<file path="src/tsd_pkg.sv">
`default_nettype none

package tsd_pkg;

    // parse phase of the body stream
    typedef enum logic [1:0] {
        PH_TYPE  = 2'd0,
        PH_LEN   = 2'd1,
        PH_VALUE = 2'd2,
        PH_DRAIN = 2'd3
    } phase_t;

    // completion status carried with each result
    typedef enum logic [1:0] {
        ST_OK    = 2'd0,
        ST_SEQ   = 2'd1,
        ST_NEG   = 2'd2,
        ST_TRUNC = 2'd3
    } status_t;

    typedef struct packed {
        logic [6:0] field_number;
        logic [7:0] value_byte;
        logic       byte_kept;
        logic       field_done;
        logic       message_done;
        status_t    status;
    } result_t;

    localparam logic [7:0] FIRST_TYPE    = 8'd1;
    localparam logic [1:0] LEN_COUNT_LAST = 2'd3;

endpackage

`default_nettype wire

</file>
<file path="src/tsd_if.sv">
`default_nettype none

interface tsd_body_if;
    logic       valid;
    logic       ready;
    logic [7:0] body_byte;
    logic       body_last;

    modport source (output valid, output body_byte, output body_last, input ready);
    modport sink   (input valid, input body_byte, input body_last, output ready);
endinterface

interface tsd_result_if;
    logic       valid;
    logic       ready;
    logic [6:0] field_number;
    logic [7:0] value_byte;
    logic       byte_kept;
    logic       field_done;
    logic       message_done;
    logic [1:0] status;

    modport source (
        output valid, output field_number, output value_byte, output byte_kept,
        output field_done, output message_done, output status, input ready
    );
    modport sink (
        input valid, input field_number, input value_byte, input byte_kept,
        input field_done, input message_done, input status, output ready
    );
endinterface

`default_nettype wire

</file>
<file path="src/tsd_parser.sv">
`default_nettype none

module tsd_parser (
    input  wire logic            clk,
    input  wire logic            rst_n,
    input  wire logic            step_valid,
    input  wire logic [7:0]      step_byte,
    input  wire logic            step_last,
    output logic                 has_result,
    output tsd_pkg::result_t     result
);

    tsd_pkg::phase_t phase_reg, phase_next;
    logic [7:0]  expected_type_reg, expected_type_next;
    logic [1:0]  length_byte_count_reg, length_byte_count_next;
    logic [23:0] length_accum_reg, length_accum_next;
    logic [30:0] bytes_remaining_reg, bytes_remaining_next;
    logic        zero_seen_reg, zero_seen_next;

    logic        type_mismatch;
    logic [31:0] accum_full;
    logic        len_final;
    logic        zero_new;
    logic [30:0] remaining_dec;
    logic        value_done;
    logic        restart;
    logic [6:0]  cur_type;

    assign type_mismatch = step_byte[7] || (step_byte != expected_type_reg);
    assign accum_full    = {length_accum_reg, step_byte};
    assign len_final     = (length_byte_count_reg == tsd_pkg::LEN_COUNT_LAST);
    assign zero_new      = zero_seen_reg || (step_byte == 8'd0);
    assign remaining_dec = bytes_remaining_reg - 31'd1;
    assign value_done    = (remaining_dec == 31'd0);
    assign cur_type      = expected_type_reg[6:0];

    // next state
    always_comb
    begin
        phase_next             = phase_reg;
        expected_type_next     = expected_type_reg;
        length_byte_count_next = length_byte_count_reg;
        length_accum_next      = length_accum_reg;
        bytes_remaining_next   = bytes_remaining_reg;
        zero_seen_next         = zero_seen_reg;
        restart                = 1'b0;
        if (step_valid)
        begin
            unique case (phase_reg)
                tsd_pkg::PH_TYPE:
                begin
                    if (type_mismatch)
                    begin
                        phase_next = tsd_pkg::PH_DRAIN;
                    end
                    else
                    begin
                        phase_next             = tsd_pkg::PH_LEN;
                        length_byte_count_next = 2'd0;
                        length_accum_next      = 24'd0;
                    end
                    restart = step_last;
                end
                tsd_pkg::PH_LEN:
                begin
                    length_accum_next = accum_full[23:0];
                    if (!len_final)
                    begin
                        length_byte_count_next = length_byte_count_reg + 2'd1;
                    end
                    else
                    begin
                        length_byte_count_next = 2'd0;
                        if (accum_full[31])
                        begin
                            phase_next = tsd_pkg::PH_DRAIN;
                        end
                        else if (accum_full == 32'd0)
                        begin
                            expected_type_next = expected_type_reg + 8'd1;
                            phase_next         = tsd_pkg::PH_TYPE;
                        end
                        else
                        begin
                            bytes_remaining_next = accum_full[30:0];
                            zero_seen_next       = 1'b0;
                            phase_next           = tsd_pkg::PH_VALUE;
                        end
                    end
                    restart = step_last;
                end
                tsd_pkg::PH_VALUE:
                begin
                    bytes_remaining_next = remaining_dec;
                    zero_seen_next       = zero_new;
                    if (value_done)
                    begin
                        expected_type_next = expected_type_reg + 8'd1;
                        phase_next         = tsd_pkg::PH_TYPE;
                        zero_seen_next     = 1'b0;
                    end
                    restart = step_last;
                end
                tsd_pkg::PH_DRAIN:
                begin
                    restart = step_last;
                end
                default:
                begin
                    restart = 1'b1;
                end
            endcase
        end
        // end of message: back to the reset state
        if (restart)
        begin
            phase_next             = tsd_pkg::PH_TYPE;
            expected_type_next     = tsd_pkg::FIRST_TYPE;
            length_byte_count_next = 2'd0;
            length_accum_next      = 24'd0;
            bytes_remaining_next   = 31'd0;
            zero_seen_next         = 1'b0;
        end
    end

    // result
    always_comb
    begin
        has_result          = 1'b0;
        result.field_number = cur_type;
        result.value_byte   = 8'd0;
        result.byte_kept    = 1'b0;
        result.field_done   = 1'b0;
        result.message_done = 1'b1;
        result.status       = tsd_pkg::ST_OK;
        if (step_valid)
        begin
            unique case (phase_reg)
                tsd_pkg::PH_TYPE:
                begin
                    if (type_mismatch)
                    begin
                        has_result          = 1'b1;
                        result.field_number = 7'd0;
                        result.status       = tsd_pkg::ST_SEQ;
                    end
                    else
                    begin
                        has_result    = step_last;
                        result.status = tsd_pkg::ST_TRUNC;
                    end
                end
                tsd_pkg::PH_LEN:
                begin
                    if (!len_final)
                    begin
                        has_result    = step_last;
                        result.status = tsd_pkg::ST_TRUNC;
                    end
                    else if (accum_full[31])
                    begin
                        has_result    = 1'b1;
                        result.status = tsd_pkg::ST_NEG;
                    end
                    else if (accum_full == 32'd0)
                    begin
                        has_result          = 1'b1;
                        result.field_done   = 1'b1;
                        result.message_done = step_last;
                    end
                    else
                    begin
                        has_result    = step_last;
                        result.status = tsd_pkg::ST_TRUNC;
                    end
                end
                tsd_pkg::PH_VALUE:
                begin
                    has_result          = 1'b1;
                    result.value_byte   = step_byte;
                    result.byte_kept    = !zero_new;
                    result.field_done   = value_done;
                    result.message_done = step_last;
                    result.status       = (step_last && !value_done) ? tsd_pkg::ST_TRUNC
                                                                     : tsd_pkg::ST_OK;
                end
                tsd_pkg::PH_DRAIN:
                begin
                    has_result = 1'b0;
                end
                default:
                begin
                    has_result = 1'b0;
                end
            endcase
        end
    end

    always_ff @(posedge clk or negedge rst_n)
    begin
        if (!rst_n)
        begin
            phase_reg             <= tsd_pkg::PH_TYPE;
            expected_type_reg     <= tsd_pkg::FIRST_TYPE;
            length_byte_count_reg <= 2'd0;
            length_accum_reg      <= 24'd0;
            bytes_remaining_reg   <= 31'd0;
            zero_seen_reg         <= 1'b0;
        end
        else
        begin
            phase_reg             <= phase_next;
            expected_type_reg     <= expected_type_next;
            length_byte_count_reg <= length_byte_count_next;
            length_accum_reg      <= length_accum_next;
            bytes_remaining_reg   <= bytes_remaining_next;
            zero_seen_reg         <= zero_seen_next;
        end
    end

    // a closed message that ended cleanly or truncated restarts the sequence
    a_restart_after_end: assert property (@(posedge clk) disable iff (!rst_n)
        (step_valid && has_result && result.message_done
         && (result.status == tsd_pkg::ST_OK || result.status == tsd_pkg::ST_TRUNC))
        |=> (phase_reg == tsd_pkg::PH_TYPE && expected_type_reg == tsd_pkg::FIRST_TYPE))
        else $error("deframer did not restart after message end");

    // a field closed mid-message advances the expected type by one
    a_type_advance: assert property (@(posedge clk) disable iff (!rst_n)
        (step_valid && has_result && result.field_done && !result.message_done)
        |=> (phase_reg == tsd_pkg::PH_TYPE
             && expected_type_reg == $past(expected_type_reg) + 8'd1))
        else $error("expected type did not advance after a closed field");

    // an error before the last byte drops the rest of the body
    a_error_drains: assert property (@(posedge clk) disable iff (!rst_n)
        (step_valid && !step_last && has_result
         && (result.status == tsd_pkg::ST_SEQ || result.status == tsd_pkg::ST_NEG))
        |=> (phase_reg == tsd_pkg::PH_DRAIN))
        else $error("error did not lead to drain");

endmodule

`default_nettype wire

</file>
<file path="src/tsd_result_fifo.sv">
`default_nettype none

module tsd_result_fifo (
    input  wire logic             clk,
    input  wire logic             rst_n,
    input  wire logic             push,
    input  tsd_pkg::result_t      push_data,
    output logic                  has_space,
    output logic                  out_valid,
    input  wire logic             out_ready,
    output tsd_pkg::result_t      out_data
);

    tsd_pkg::result_t entry_reg [2];
    logic       wr_ptr_reg, wr_ptr_next;
    logic       rd_ptr_reg, rd_ptr_next;
    logic [1:0] count_reg, count_next;
    logic       pop;

    assign has_space = (count_reg != 2'd2);
    assign out_valid = (count_reg != 2'd0);
    assign out_data  = entry_reg[rd_ptr_reg];
    assign pop       = out_valid && out_ready;

    always_comb
    begin
        wr_ptr_next = push ? !wr_ptr_reg : wr_ptr_reg;
        rd_ptr_next = pop ? !rd_ptr_reg : rd_ptr_reg;
        count_next  = count_reg + {1'b0, push} - {1'b0, pop};
    end

    always_ff @(posedge clk)
    begin
        if (push)
        begin
            entry_reg[wr_ptr_reg] <= push_data;
        end
    end

    always_ff @(posedge clk or negedge rst_n)
    begin
        if (!rst_n)
        begin
            wr_ptr_reg <= 1'b0;
            rd_ptr_reg <= 1'b0;
            count_reg  <= 2'd0;
        end
        else
        begin
            wr_ptr_reg <= wr_ptr_next;
            rd_ptr_reg <= rd_ptr_next;
            count_reg  <= count_next;
        end
    end

    a_no_overflow: assert property (@(posedge clk) disable iff (!rst_n)
        push |-> (count_reg != 2'd2 || pop))
        else $error("result buffer overflow");

    a_count_tracks: assert property (@(posedge clk) disable iff (!rst_n)
        (push && !pop) |=> (count_reg == $past(count_reg) + 2'd1))
        else $error("result buffer count mismatch");

endmodule

`default_nettype wire

</file>
<file path="src/tlv_sequence_deframer.sv">
`default_nettype none

// tlv sequence deframer
//
// body channel (sink): one body byte per transaction, body_last on the final
// byte. the body is a series of fields: type byte, 4-byte big-endian length,
// then that many value bytes. type bytes must count up from 1.
// result channel (source): at most one transaction per body byte. value bytes
// come out one per transaction with field_number, byte_kept (clear from the
// first zero byte of a field on), field_done and message_done; errors and
// truncation show up in status with message_done set.
// a body byte is held in the input register, parsed from there, and its result
// is written into the result buffer, from which it is offered.
// throughput: one body byte per cycle while the two-entry result buffer has
// space, set by the combinational parse step between input register and buffer.
// after an error, bytes are dropped without results until body_last.
// reset: state returns to expecting type 1, both channels empty.
// a stalled receiver fills the result buffer; the body channel then holds off
// once the buffer and the input register are both occupied.
module tlv_sequence_deframer (
    input  wire logic     clk,
    input  wire logic     rst_n,
    tsd_body_if.sink      body,
    tsd_result_if.source  result
);

    // input register
    logic       in_valid_reg, in_valid_next;
    logic [7:0] in_byte_reg;
    logic       in_last_reg;

    logic             advance;
    logic             fifo_space;
    logic             step_has_result;
    tsd_pkg::result_t step_result;
    tsd_pkg::result_t out_data;

    // the parse step fires when the buffer can take its result
    assign advance    = in_valid_reg && fifo_space;
    assign body.ready = !in_valid_reg || advance;

    always_comb
    begin
        in_valid_next = in_valid_reg;
        if (body.valid && body.ready)
        begin
            in_valid_next = 1'b1;
        end
        else if (advance)
        begin
            in_valid_next = 1'b0;
        end
    end

    always_ff @(posedge clk or negedge rst_n)
    begin
        if (!rst_n)
        begin
            in_valid_reg <= 1'b0;
        end
        else
        begin
            in_valid_reg <= in_valid_next;
        end
    end

    // payload capture, no reset needed
    always_ff @(posedge clk)
    begin
        if (body.valid && body.ready)
        begin
            in_byte_reg <= body.body_byte;
            in_last_reg <= body.body_last;
        end
    end

    tsd_parser u_parser (
        .clk        (clk),
        .rst_n      (rst_n),
        .step_valid (advance),
        .step_byte  (in_byte_reg),
        .step_last  (in_last_reg),
        .has_result (step_has_result),
        .result     (step_result)
    );

    tsd_result_fifo u_result_fifo (
        .clk       (clk),
        .rst_n     (rst_n),
        .push      (advance && step_has_result),
        .push_data (step_result),
        .has_space (fifo_space),
        .out_valid (result.valid),
        .out_ready (result.ready),
        .out_data  (out_data)
    );

    assign result.field_number = out_data.field_number;
    assign result.value_byte   = out_data.value_byte;
    assign result.byte_kept    = out_data.byte_kept;
    assign result.field_done   = out_data.field_done;
    assign result.message_done = out_data.message_done;
    assign result.status       = out_data.status;

endmodule

`default_nettype wire

</file>
<file path="src/flat_wrapper.sv">
// flat-port wrapper written by rule: the top's interface ports become plain ports
module tlv_sequence_deframer_flat 
  (clk, rst_n, body_valid, body_body_byte, body_body_last, body_ready, result_valid, result_field_number, result_value_byte, result_byte_kept, result_field_done, result_message_done, result_status, result_ready);
  tsd_body_if body_i ();
  tsd_result_if result_i ();
  input  wire logic clk;
  input  wire logic rst_n;
  input wire logic [$bits(body_i.valid)-1:0] body_valid;
  input wire logic [$bits(body_i.body_byte)-1:0] body_body_byte;
  input wire logic [$bits(body_i.body_last)-1:0] body_body_last;
  output wire logic [$bits(body_i.ready)-1:0] body_ready;
  output wire logic [$bits(result_i.valid)-1:0] result_valid;
  output wire logic [$bits(result_i.field_number)-1:0] result_field_number;
  output wire logic [$bits(result_i.value_byte)-1:0] result_value_byte;
  output wire logic [$bits(result_i.byte_kept)-1:0] result_byte_kept;
  output wire logic [$bits(result_i.field_done)-1:0] result_field_done;
  output wire logic [$bits(result_i.message_done)-1:0] result_message_done;
  output wire logic [$bits(result_i.status)-1:0] result_status;
  input wire logic [$bits(result_i.ready)-1:0] result_ready;
  assign body_i.valid = body_valid;
  assign body_i.body_byte = body_body_byte;
  assign body_i.body_last = body_body_last;
  assign body_ready = body_i.ready;
  assign result_valid = result_i.valid;
  assign result_field_number = result_i.field_number;
  assign result_value_byte = result_i.value_byte;
  assign result_byte_kept = result_i.byte_kept;
  assign result_field_done = result_i.field_done;
  assign result_message_done = result_i.message_done;
  assign result_status = result_i.status;
  assign result_i.ready = result_ready;
  tlv_sequence_deframer u_core (.clk(clk), .rst_n(rst_n), .body(body_i), .result(result_i));
endmodule
</file>
<file path="config.mk">
export PLATFORM = sky130hd
export DESIGN_NAME = tlv_sequence_deframer_flat
export DESIGN_NICKNAME = d
export VERILOG_FILES = /design/src/tsd_pkg.sv /design/src/tsd_if.sv /design/src/tsd_parser.sv /design/src/tsd_result_fifo.sv /design/src/tlv_sequence_deframer.sv /design/src/flat_wrapper.sv
export SDC_FILE = /design/constraint.sdc
export NUM_CORES = 1
export LEC_CHECK = 0
export ABC_AREA = 0
export CAP_MARGIN = 30
export CELL_PAD_IN_SITES_DETAIL_PLACEMENT = 0
export CELL_PAD_IN_SITES_GLOBAL_PLACEMENT = 1
export CORE_MARGIN = 2
export CORE_UTILIZATION = 45
export DETAILED_ROUTE_END_ITERATION = 8
export DONT_BUFFER_PORTS = 1
export PLACE_DENSITY_LB_ADDON = 0.05
export SETUP_SLACK_MARGIN = 0.2
export SLEW_MARGIN = 20
export SYNTH_ARGS = -nofsm -noshare
export SYNTH_HDL_FRONTEND = slang
export SYNTH_SLANG_ARGS = --single-unit
</file>
<file path="constraint.sdc">
create_clock -name clk -period 2.9 [get_ports clk]
set_input_delay 0.145 -clock clk [delete_from_list [all_inputs] [get_ports clk]]
set_output_delay 0.145 -clock clk [all_outputs]
set_load 0.05 [all_outputs]
</file>
==> flow_summary.json <==
{
  "hp-class": "input port to register",
  "r2r-start": "u_core.u_parser.bytes_remaining_reg[1]$_DFFE_PN0P_",
  "placed_area_um2": 7190,
  "largest_reg_flops": 40,
  "synth_top_flop_cell": "dfrtp_1",
  "cts_sinks": 122,
  "port_buffers": 0,
  "max-slew-margin-rel": 0.394,
  "synth_top_cell_by_area": "dfrtp_1",
  "p_per_area_nw_per_um2": 1140,
  "num_rows": 43,
  "min-delay-start": "body_valid",
  "maxSlewViolCount": 0,
  "firstDrtPassIters": 5,
  "cts_root_buffer": "clkbuf_16",
  "power_w": 0.00943,
  "hpwlAfterDp_um": 12500,
  "yosys_warnings": 0,
  "hold_depth": 1,
  "grt_overflow": 0,
  "cts_buffers": 17,
  "die-area_um2": 15400,
  "fillerInstances": 1236,
  "violations": "negative setup slack",
  "grt_pass1_wl_um": 28900,
  "status": "complete, but fails checks",
  "seq_power_share": 0.296,
  "synth_cell_types": 61,
  "rr_endpoint": "u_core.u_parser.expected_type_reg[0]$_DFFE_PN1P_",
  "cp_max_fo": 5,
  "ant_nets": 0,
  "critical_path_class": "register to register",
  "min_to": "u_core.in_byte_reg[7]$_DFFE_PP_",
  "layout.nets": 766,
  "path_clk_slew_ns": 0.06,
  "fin_crit_sh": 1.02,
  "yosysTopAreaCellShare": 0.277,
  "reg2reg_setup_slack_ns": -0.06,
  "dieHeight_um": 124,
  "most-common-layout-cells": "nand2_1 (105), buf_4 (76), dfrtp_1 (72)",
  "finalCoreUtilization": 0.589,
  "synth_area_um2": 6500,
  "diodes": 0,
  "final_cells": 936,
  "fin_worst_skew_ns": 0.0141,
  "ys_seq_area_frac": 0.508,
  "layout_commonest_cell": "nand2_1",
  "whs_ns": 0.169,
  "p_sw_frac": 0.434,
  "cts.htree.levels": 4,
  "drc_errors": 0,
  "clk_latency_ns": 0.43,
  "leakage_nw": 3.38,
  "final.min_clock_period_ns": 2.96,
  "tightest_slew_ns": 0.901,
  "synth_edf_count": 49,
  "ff_latch_area_um2": 3300,
  "hold_viol": 0,
  "drive_gt1_frac": 0.266,
  "drt-wirelength-per-cell_um": 20.0,
  "rsz0062_at_grt": "true",
  "async_reset_ff_frac": 0.598,
  "syn_nets": 690,
  "layout_setup_ws_ns": -0.0631,
  "grt_max_degree": 74,
  "p_comb_frac": 0.489,
  "ys_ff_latch": 122,
  "vias": 5590,
  "worstPathArrival_ns": 3.31,
  "p_int_w": 0.00534,
  "antenna_found_initial": 1,
  "grt_pass1_vias": 5131,
  "fmax_mhz": 337,
  "drtIter0Drc": 459,
  "core-area_um2": 14000,
  "avgSynthCellArea_um2": 9.75,
  "clockPowerShare": 0.215,
  "synth_area_leaders": "dfrtp_1 (28%), edfxtp_1 (23%), nand2_1 (6.3%)",
  "vias_per_cell": 5.97,
  "multi_input_area_um2": 3240,
  "grt_usage": 0.255,
  "critPathRequiredTime_ns": 3.25,
  "start_kind": "register",
  "synthCells": 667,
  "dpl.cell_count": 878,
  "setup.worst_path.end_class": "register",
  "finalSetupViolCount": 6,
  "max-vdd-ir-drop_mv": 0.620,
  "io_pins": 35,
  "fin_area_um2": 8240,
  "r2r_cells": 12,
  "area_growth_pct": 26.8,
  "wl_um": 18700,
  "initial_core_util": 0.465,
  "clock_path_buffers": 2,
  "power.switching_w": 0.00409,
  "cts_tree": "yes",
  "fp.dieW_um": 124,
  "place.gp.congestion": 0.921,
  "drv_cap": 0
}
synthesized netlist by cell type, types with 2 or more instances:
cell and n:
o211ai_2 2, xor2_1 6, a31oi_1 6, o2111ai_1 3, or2_2 8, or4_4 2, or3_1 14, nor4_2 3
or2_1 2, xnor2_1 9, inv_1 16, nor2b_1 11, a22oi_1 3, o21ai_0 35, dfrtp_1 72, o31ai_1 11
o221ai_1 4, nand2_1 109, buf_2 5, o21a_1 3, nor2_1 19, o21ai_1 3, a41o_1 2, and2_1 4
clkbuf_1 31, nand4_1 10, o22ai_1 10, o211ai_1 3, mux2_2 20, edfxtp_1 49, nor4_1 17, or4_1 9
nor3_1 22, ha_1 10, a21oi_1 32, a211oi_1 2, buf_1 5, nand2b_1 4, and3_1 10, a21boi_0 3
a22o_1 17, mux2i_1 2, nand3_1 41
cell families after synthesis:
group | synth area share
adders and majority gates | 0.0192
xor gates and xnor gates | 0.0202
and+or+nand+nor | 0.234
muxes | 0.0395
buffers and inverters | 0.0344
AOI/OAI and AO/OA | 0.145
DFF | 0.508
cell type report:
| cell class | count | area share |
|---|---|---|
| sequential | 122 | 0.400 |
| clock buffer | 25 | 0.0601 |
| tap | 180 | 0.0273 |
| inverter | 17 | 0.00774 |
| clock inverter | 7 | 0.00835 |
| multi-input combinational | 487 | 0.393 |
| timing repair buffer | 98 | 0.103 |
worst max path at each step:
stage                                                                    from                                               end  slack [ns]  cells after the start
final                      u_core.u_parser.bytes_remaining_reg[1]$_DFFE_PN0P_  u_core.u_parser.expected_type_reg[0]$_DFFE_PN1P_       -0.06                     12
after global routing       u_core.u_parser.bytes_remaining_reg[1]$_DFFE_PN0P_  u_core.u_parser.expected_type_reg[3]$_DFFE_PN0P_       -0.19                     11
after CTS                 u_core.u_parser.bytes_remaining_reg[16]$_DFFE_PN0P_  u_core.u_parser.expected_type_reg[5]$_DFFE_PN0P_       -0.05                      8
after detailed placement  u_core.u_parser.bytes_remaining_reg[19]$_DFFE_PN0P_  u_core.u_parser.expected_type_reg[3]$_DFFE_PN0P_       -0.13                      9
after global placement    u_core.u_parser.bytes_remaining_reg[19]$_DFFE_PN0P_  u_core.u_parser.expected_type_reg[3]$_DFFE_PN0P_       -0.08                      9
after floorplan           u_core.u_parser.bytes_remaining_reg[18]$_DFFE_PN0P_  u_core.u_parser.expected_type_reg[5]$_DFFE_PN0P_        0.08                      8
repair_timing:
item                                    CTS  global route
resized for setup                        25            34
endpoints found under the hold margin    84             0
hold buffers                             13             0
buffers inserted                          7             4
cloned                                    1             0
pin swaps                                28            11
endpoints found under the setup margin   21            32
power groups by stage:
stage | registers (W) | logic, W | clock network, W
after floorplan | 0.00269 | 0.00295 | 0
after global placement | 0.00283 | 0.00415 | 0
after detailed placement | 0.00286 | 0.00418 | 0
after CTS | 0.00283 | 0.00439 | 0.00205
after global routing | 0.00286 | 0.00498 | 0.00212
final | 0.00280 | 0.00461 | 0.00202
layer usage:
layer	up-vias	wire, µm	track usage
met3	34	1170	0.0522
met5	-	12	0
met4	2	367	0.0864
met1	2743	8920	0.387
met2	197	8210	0.362
li1	2614	-	-
critical path: stages, from the launching register on:
cell and delay, ns:
dfrtp_1 0.41, inv_2 0.09, ha_4 0.13, nor4b_4 0.22
nand4_1 0.29, buf_4 0.25, or4_4 0.48, nand4_1 0.16
nor4_4 0.09, a21oi_2 0.25, buf_6 0.16, nor2_4 0.04
mux2_4 0.31
stage by stage:
step / setup slack [ns] / setup TNS, ns
final: -0.0631 / -0.274
after global routing: -0.191 / -1.95
after CTS: -0.0463 / -0.245
after detailed placement: -0.133 / -0.988
after global placement: -0.0820 / -0.367
after floorplan: 0.0795 / 0
Note: power is estimated with default switching activity, not from simulation.
